===== config.mk =====
export PLATFORM = sky130hd
export DESIGN_NAME = pwm_led_frame_serializer_core
export DESIGN_NICKNAME = d
export VERILOG_FILES = /design/src/plfs_pkg.sv /design/src/pwm_led_frame_serializer_core.sv /design/src/plfs_frame_shifter.sv
export SDC_FILE = /design/constraint.sdc
export NUM_CORES = 1
export LEC_CHECK = 0
export BUFFER_PORTS_ARGS = -buffer_cell sky130_fd_sc_hd__buf_2
export CAP_MARGIN = 15
export CORE_MARGIN = 5
export CORE_UTILIZATION = 40
export CTS_CLUSTER_DIAMETER = 100
export DETAILED_ROUTE_END_ITERATION = 7
export GPL_ROUTABILITY_DRIVEN = 0
export GPL_TIMING_DRIVEN = 0
export PLACE_DENSITY = 0.59
export RECOVER_POWER = 50
export SLEW_MARGIN = 20
export SYNTH_ARGS = -nofsm -noshare
export SYNTH_HDL_FRONTEND = slang
export SYNTH_HIERARCHICAL = 1
export SYNTH_SLANG_ARGS = --single-unit

===== constraint.sdc =====
create_clock -name clk -period 20.6 [get_ports clk]
set_input_delay 2.06 -clock clk [delete_from_list [all_inputs] [get_ports clk]]
set_output_delay 2.06 -clock clk [all_outputs]
set_load 0.02 [all_outputs]

===== src/plfs_pkg.sv =====
`default_nettype none
package plfs_pkg;

  localparam int FRAME_BYTES = 28;
  localparam int LED_COUNT   = 4;
  localparam int CHAN_COUNT  = 3 * LED_COUNT;
  localparam int LEVEL_W     = 16;
  localparam int FRAME_BITS  = 8 * FRAME_BYTES;
  localparam int COUNT_W     = $clog2(FRAME_BYTES + 1);
  localparam int LED_IDX_W   = $clog2(LED_COUNT);

  localparam logic [5:0] WRITE_CODE = 6'h25;

  localparam logic [4:0] FUNC_CTRL_RESET   = 5'd22;
  localparam logic [6:0] GLOBAL_BRT_RESET  = 7'd127;

  typedef enum logic [1:0] {
    REG_FUNC_CTRL    = 2'd0,
    REG_GLOBAL_RED   = 2'd1,
    REG_GLOBAL_GREEN = 2'd2,
    REG_GLOBAL_BLUE  = 2'd3
  } cfg_reg_t;

  typedef enum logic {
    CMD_SET    = 1'b0,
    CMD_UPDATE = 1'b1
  } cmd_t;

  typedef struct packed {
    logic valid;
    logic last;
  } plfs_stream_t;

endpackage
`default_nettype wire


===== src/pwm_led_frame_serializer_core.sv =====
// Set command: updates the addressed LED's levels, no output transaction.
// Update command: frame is captured at acceptance; the first byte is valid the next
// cycle; the 28 bytes leave one per cycle while m_tready is high, from a shift register.
// A new input transaction is taken the cycle after the last byte is accepted.
// Synchronous reset clears all channel levels to zero, function control to 22 and
// the global brightness registers to 127.
`default_nettype none
module pwm_led_frame_serializer_core
  import plfs_pkg::*;
(
  input  wire logic       clk,
  input  wire logic       rst,
  input  wire logic       s_tvalid,
  output logic            s_tready,
  input  wire logic [55:0] s_tdata,  // led_index[1:0], red_level[17:2], green_level[33:18],
                                     // blue_level[49:34], zero pad
  input  wire logic       s_tuser,   // command
  output logic            m_tvalid,
  input  wire logic       m_tready,
  output logic [7:0]      m_tdata,   // frame_byte[7:0]
  output logic            m_tlast,   // last_byte
  input  wire logic       cfg_valid,
  output logic            cfg_ready,
  input  wire logic [1:0] cfg_index,
  input  wire logic [6:0] cfg_data
);

  logic [LEVEL_W-1:0]   levels [CHAN_COUNT];
  logic [4:0]           func_ctrl;
  logic [6:0]           global_red;
  logic [6:0]           global_green;
  logic [6:0]           global_blue;
  logic [FRAME_BITS-1:0] frame;
  logic [LED_IDX_W-1:0] led_index;
  logic                 busy;
  logic                 in_accept;
  logic                 load;
  plfs_stream_t         status;

  assign led_index = s_tdata[1:0];
  assign in_accept = s_tvalid && s_tready;
  assign load      = in_accept && (cmd_t'(s_tuser) == CMD_UPDATE);
  assign s_tready  = !busy;
  assign cfg_ready = 1'b1;

  always_ff @(posedge clk) begin
    if (rst) begin
      func_ctrl    <= FUNC_CTRL_RESET;
      global_red   <= GLOBAL_BRT_RESET;
      global_green <= GLOBAL_BRT_RESET;
      global_blue  <= GLOBAL_BRT_RESET;
    end else if (cfg_valid) begin
      unique case (cfg_reg_t'(cfg_index))
        REG_FUNC_CTRL:    func_ctrl    <= cfg_data[4:0];
        REG_GLOBAL_RED:   global_red   <= cfg_data;
        REG_GLOBAL_GREEN: global_green <= cfg_data;
        REG_GLOBAL_BLUE:  global_blue  <= cfg_data;
      endcase
    end
  end

  always_ff @(posedge clk) begin
    if (rst) begin
      for (int i = 0; i < CHAN_COUNT; i++) begin
        levels[i] <= '0;
      end
    end else if (in_accept && (cmd_t'(s_tuser) == CMD_SET)) begin
      for (int n = 0; n < LED_COUNT; n++) begin
        if (led_index == LED_IDX_W'(n)) begin
          levels[3*n]     <= s_tdata[17:2];
          levels[3*n + 1] <= s_tdata[33:18];
          levels[3*n + 2] <= s_tdata[49:34];
        end
      end
    end
  end

  always_comb begin
    frame[FRAME_BITS-1 -: 32] = {WRITE_CODE, func_ctrl, global_blue, global_green, global_red};
    for (int i = 0; i < CHAN_COUNT; i++) begin
      frame[LEVEL_W*i +: LEVEL_W] = levels[i];
    end
  end

  plfs_frame_shifter u_shifter (
    .clk      (clk),
    .rst      (rst),
    .load     (load),
    .frame    (frame),
    .take     (m_tready),
    .status   (status),
    .busy     (busy),
    .byte_out (m_tdata)
  );

  assign m_tvalid = status.valid;
  assign m_tlast  = status.last;

endmodule
`default_nettype wire


===== src/plfs_frame_shifter.sv =====
`default_nettype none
module plfs_frame_shifter
  import plfs_pkg::*;
(
  input  wire logic                  clk,
  input  wire logic                  rst,
  input  wire logic                  load,
  input  wire logic [FRAME_BITS-1:0] frame,
  input  wire logic                  take,
  output plfs_stream_t               status,
  output logic                       busy,
  output logic [7:0]                 byte_out
);

  logic [FRAME_BITS-1:0] frame_sr;
  logic [COUNT_W-1:0]    remaining;

  // byte-serial shift, most significant byte leaves first
  always_ff @(posedge clk) begin
    if (load) begin
      frame_sr <= frame;
    end else if (take && busy) begin
      frame_sr <= {frame_sr[FRAME_BITS-9:0], 8'h00};
    end
  end

  always_ff @(posedge clk) begin
    if (rst) begin
      remaining <= '0;
    end else if (load) begin
      remaining <= COUNT_W'(FRAME_BYTES);
    end else if (take && busy) begin
      remaining <= remaining - COUNT_W'(1);
    end
  end

  assign busy         = (remaining != '0);
  assign byte_out     = frame_sr[FRAME_BITS-1 -: 8];
  assign status.valid = busy;
  assign status.last  = (remaining == COUNT_W'(1));

endmodule
`default_nettype wire


==> impl_metrics.csv <==
group,metric,value,unit
status,status,"complete, no violations",
clocking,cts_num_sinks,447,
flow_run,drv_cap,0,
layout,diodes,0,
sta,hold_viol,0,
critical_path,crit_arrival,5.62,ns
clocking,cts_buffers,47,
critical_path,crit_required,20.86,ns
logic_synthesis,synth.distinct_cells,39,
layout,area_growth,16.89,%
sta,slew_violations,0,
grt,antenna_found_initial,0,
clocking,clock_path_buffers,3,
placement,place_area,19740,um^2
clocking,cts-root-buf,"clkbuf_16",
power,p_leak,7.490,nW
sta,setup_violations,0,
floorplanning,num_rows,77,
clocking,cts_tree,"done",
logic_synthesis,ys.flop_type,"edfxtp_1",
floorplanning,die_h,222.5,um
floorplanning,dieArea,49510,um^2
placement,place_ws,15.43,ns
sta,timing.final.crit_share,0.2600,
route,vias,9687,
grt,grt-ovfl-total,0,
grt,grt_pass1_vias,10080,
critical_path,path_class,"input pin to register",
route,drtIter0Drc,931,
layout,final_util,0.4754,
floorplanning,die_w,222.5,um
clocking,clkTransAtPathRegs,0.06,ns
route,wl_per_cell,23.75,um
layout,layout.nets,1324,
placement,io_buffers,75,
sta,worst_slew_pin_slew,0.8815,ns
sta,relSlewSlack,0.4124,
route,drt-total-wl,44640,um
grt,grt_pass1_wl,65050,um
logic_synthesis,netlist_instances,1102,
grt,grt_max_degree,26,
clocking,htree_levels,2,
clocking,post-cts-setup-buffer-count,0,
clocking,cts-hold-fix-buffers,0,
logic_synthesis,synth_area,18060,um^2
clocking,clk_latency,0.57,ns
clocking,cts_resized,0,
layout,layout-drive-gt1-share,0.3051,
sta,post-route-min-period,5.356,ns
logic_synthesis,seq_area_frac_synth,0.7259,
power,fin_total_pwr,3.146,mW
power,ir_drop,0.00006243,V
logic_synthesis,ys_warn_count,6,
route,remaining_drc_errors,0,
critical_path,worstSetupEndpointType,"register",
logic_synthesis,ys_ff_latch,447,
floorplanning,core-area,44410,um^2
placement,hpwl,30270,um
logic_synthesis,synth_edf_count,416,
layout,final_area,21120,um^2
critical_path,cp_max_fo,21,
sta,fin_worst_skew,0.01402,ns
floorplanning,io_pins,83,
logic_synthesis,async_flop_share,0,
critical_path,crit_path_start_kind,"input pin",
logic_synthesis,synth.avg_cell_area,16.39,um^2
power,pwr_density_cell,149.0,nW/um^2
sta,fmax,0.1867,GHz
sta,setup_ws,15.24,ns
route,antenna_left,0,
sta,rsz0062_at_grt,"no",
route,drt_pass1_iterations,5,
floorplanning,initial_utilization,0.4067,
grt,grt_usage,0.1775,
min_path,min_path_type,"register to register",
route,via_per_inst,5.153,
## metrics by stage
step           hold slack [ns]  TNS [ns]  instances
2_1_floorplan           0.4456         0       1107
3_3_place_gp            0.4580  -1687.61       1774
3_5_place_dp            0.4670         0       1793
4_1_cts                 0.4820         0       1880
5_1_grt                 0.5108         0       1880
6_report                0.4815         0       1880
## placed cells by master (no fill, tap or decap), types with 10 or more instances in the layout
master	netlist	layout
mux2_1	0	17
inv_1	55	55
buf_2	38	80
buf_16	0	14
dfxtp_1	31	31
clkbuf_16	0	49
edfxtp_1	416	416
mux2i_1	26	26
nor2_1	33	33
clkbuf_1	21	69
clkinv_2	0	10
buf_4	11	10
mux2_2	216	199
clkinv_1	0	11
nor3_1	141	155
nand2b_1	37	37
## critical path, stage by stage
cell	delay, ns
clkbuf_1	0.23
and3_1	0.34
clkbuf_1	0.46
clkbuf_1	0.72
inv_1	0.25
o21ai_4	0.32
buf_16	0.25
buf_16	0.19
buf_16	0.19
buf_16	0.18
buf_16	0.19
buf_16	0.18
## synthesized netlist by cell type, types with 2 or more instances
cell      instances  share of area
nand3b_1          3         0.0012
or3b_1            2        0.00097
dfxtp_1          31          0.034
ha_1              3         0.0021
nor3_2           20          0.011
a21oi_1           3        0.00083
and2_1            8         0.0028
buf_2            38          0.011
buf_6             6         0.0037
mux2_2          216           0.13
nor2_1           33         0.0069
nand3_1           2        0.00055
inv_1            55          0.011
mux2i_1          26          0.014
conb_1            2        0.00042
nand2b_1         37          0.013
nor3_1          141          0.039
o21ai_0           2        0.00055
edfxtp_1        416           0.69
clkbuf_1         21         0.0044
buf_1             6         0.0012
and3_1            2        0.00069
buf_4            11         0.0046
o21bai_1          3         0.0012
## path summary, 6_finish.rpt
kind	from	endpoint	slack [ns]	cells after the start
min reg2reg	func_ctrl[3]$_SDFFE_PP0P_	func_ctrl[3]$_SDFFE_PP0P_	0.48	2
max	s_tuser	u_shifter/frame_sr[61]$_DFFE_PP_	15.24	12
min	func_ctrl[3]$_SDFFE_PP0P_	func_ctrl[3]$_SDFFE_PP0P_	0.48	2
max reg2reg	u_shifter/remaining[0]$_SDFFE_PP0P_	u_shifter/frame_sr[61]$_DFFE_PP_	15.52	16
## report_power, final
group | leakage (nW) | switching (mW) | internal [mW] | total, mW
registers | 4.39 | 0.0808 | 1.42 | 1.50
clock network | 0.744 | 0.342 | 0.496 | 0.838
logic | 2.36 | 0.437 | 0.370 | 0.807
## metal layers
layer  part of all wire  vias up  global-route usage
li1                   -     4403                   -
met1               0.43     4857              0.2508
met2               0.46      339              0.2744
met3              0.068       88             0.03735
met4              0.038        0             0.06245
met5                  0        -                   0
## flip-flops by register name, summed over array words and instances (netlist names)
register	cells
u_shifter/frame_sr	224
levels	192
u_shifter/remaining	5
func_ctrl	5
global_green	7
global_red	7
global_blue	7
## final cells by class
type	instances	area [um^2]
fill	3866	23300
multi-input combinational	523	4305
buffer	82	380.4
tap	592	740.7
sequential	447	13110
clock inverter	27	249.0
inverter	55	206.4
timing repair buffer	94	854.6
clock buffer	60	1267
## logic make-up (layout without fill, tap and decap cells)
kind of cell	after synthesis	after routing	share of synthesized area
muxes	242	242	0.1491
adders and majority gates	3	3	0.002078
buffers and inverters	137	318	0.03588
DFF	447	447	0.7259
AOI/OAI and AO/OA	15	15	0.006164
other	2	7	0.0004157
and+or+nand+nor	256	256	0.08055
(Power assumes the default switching activity.)
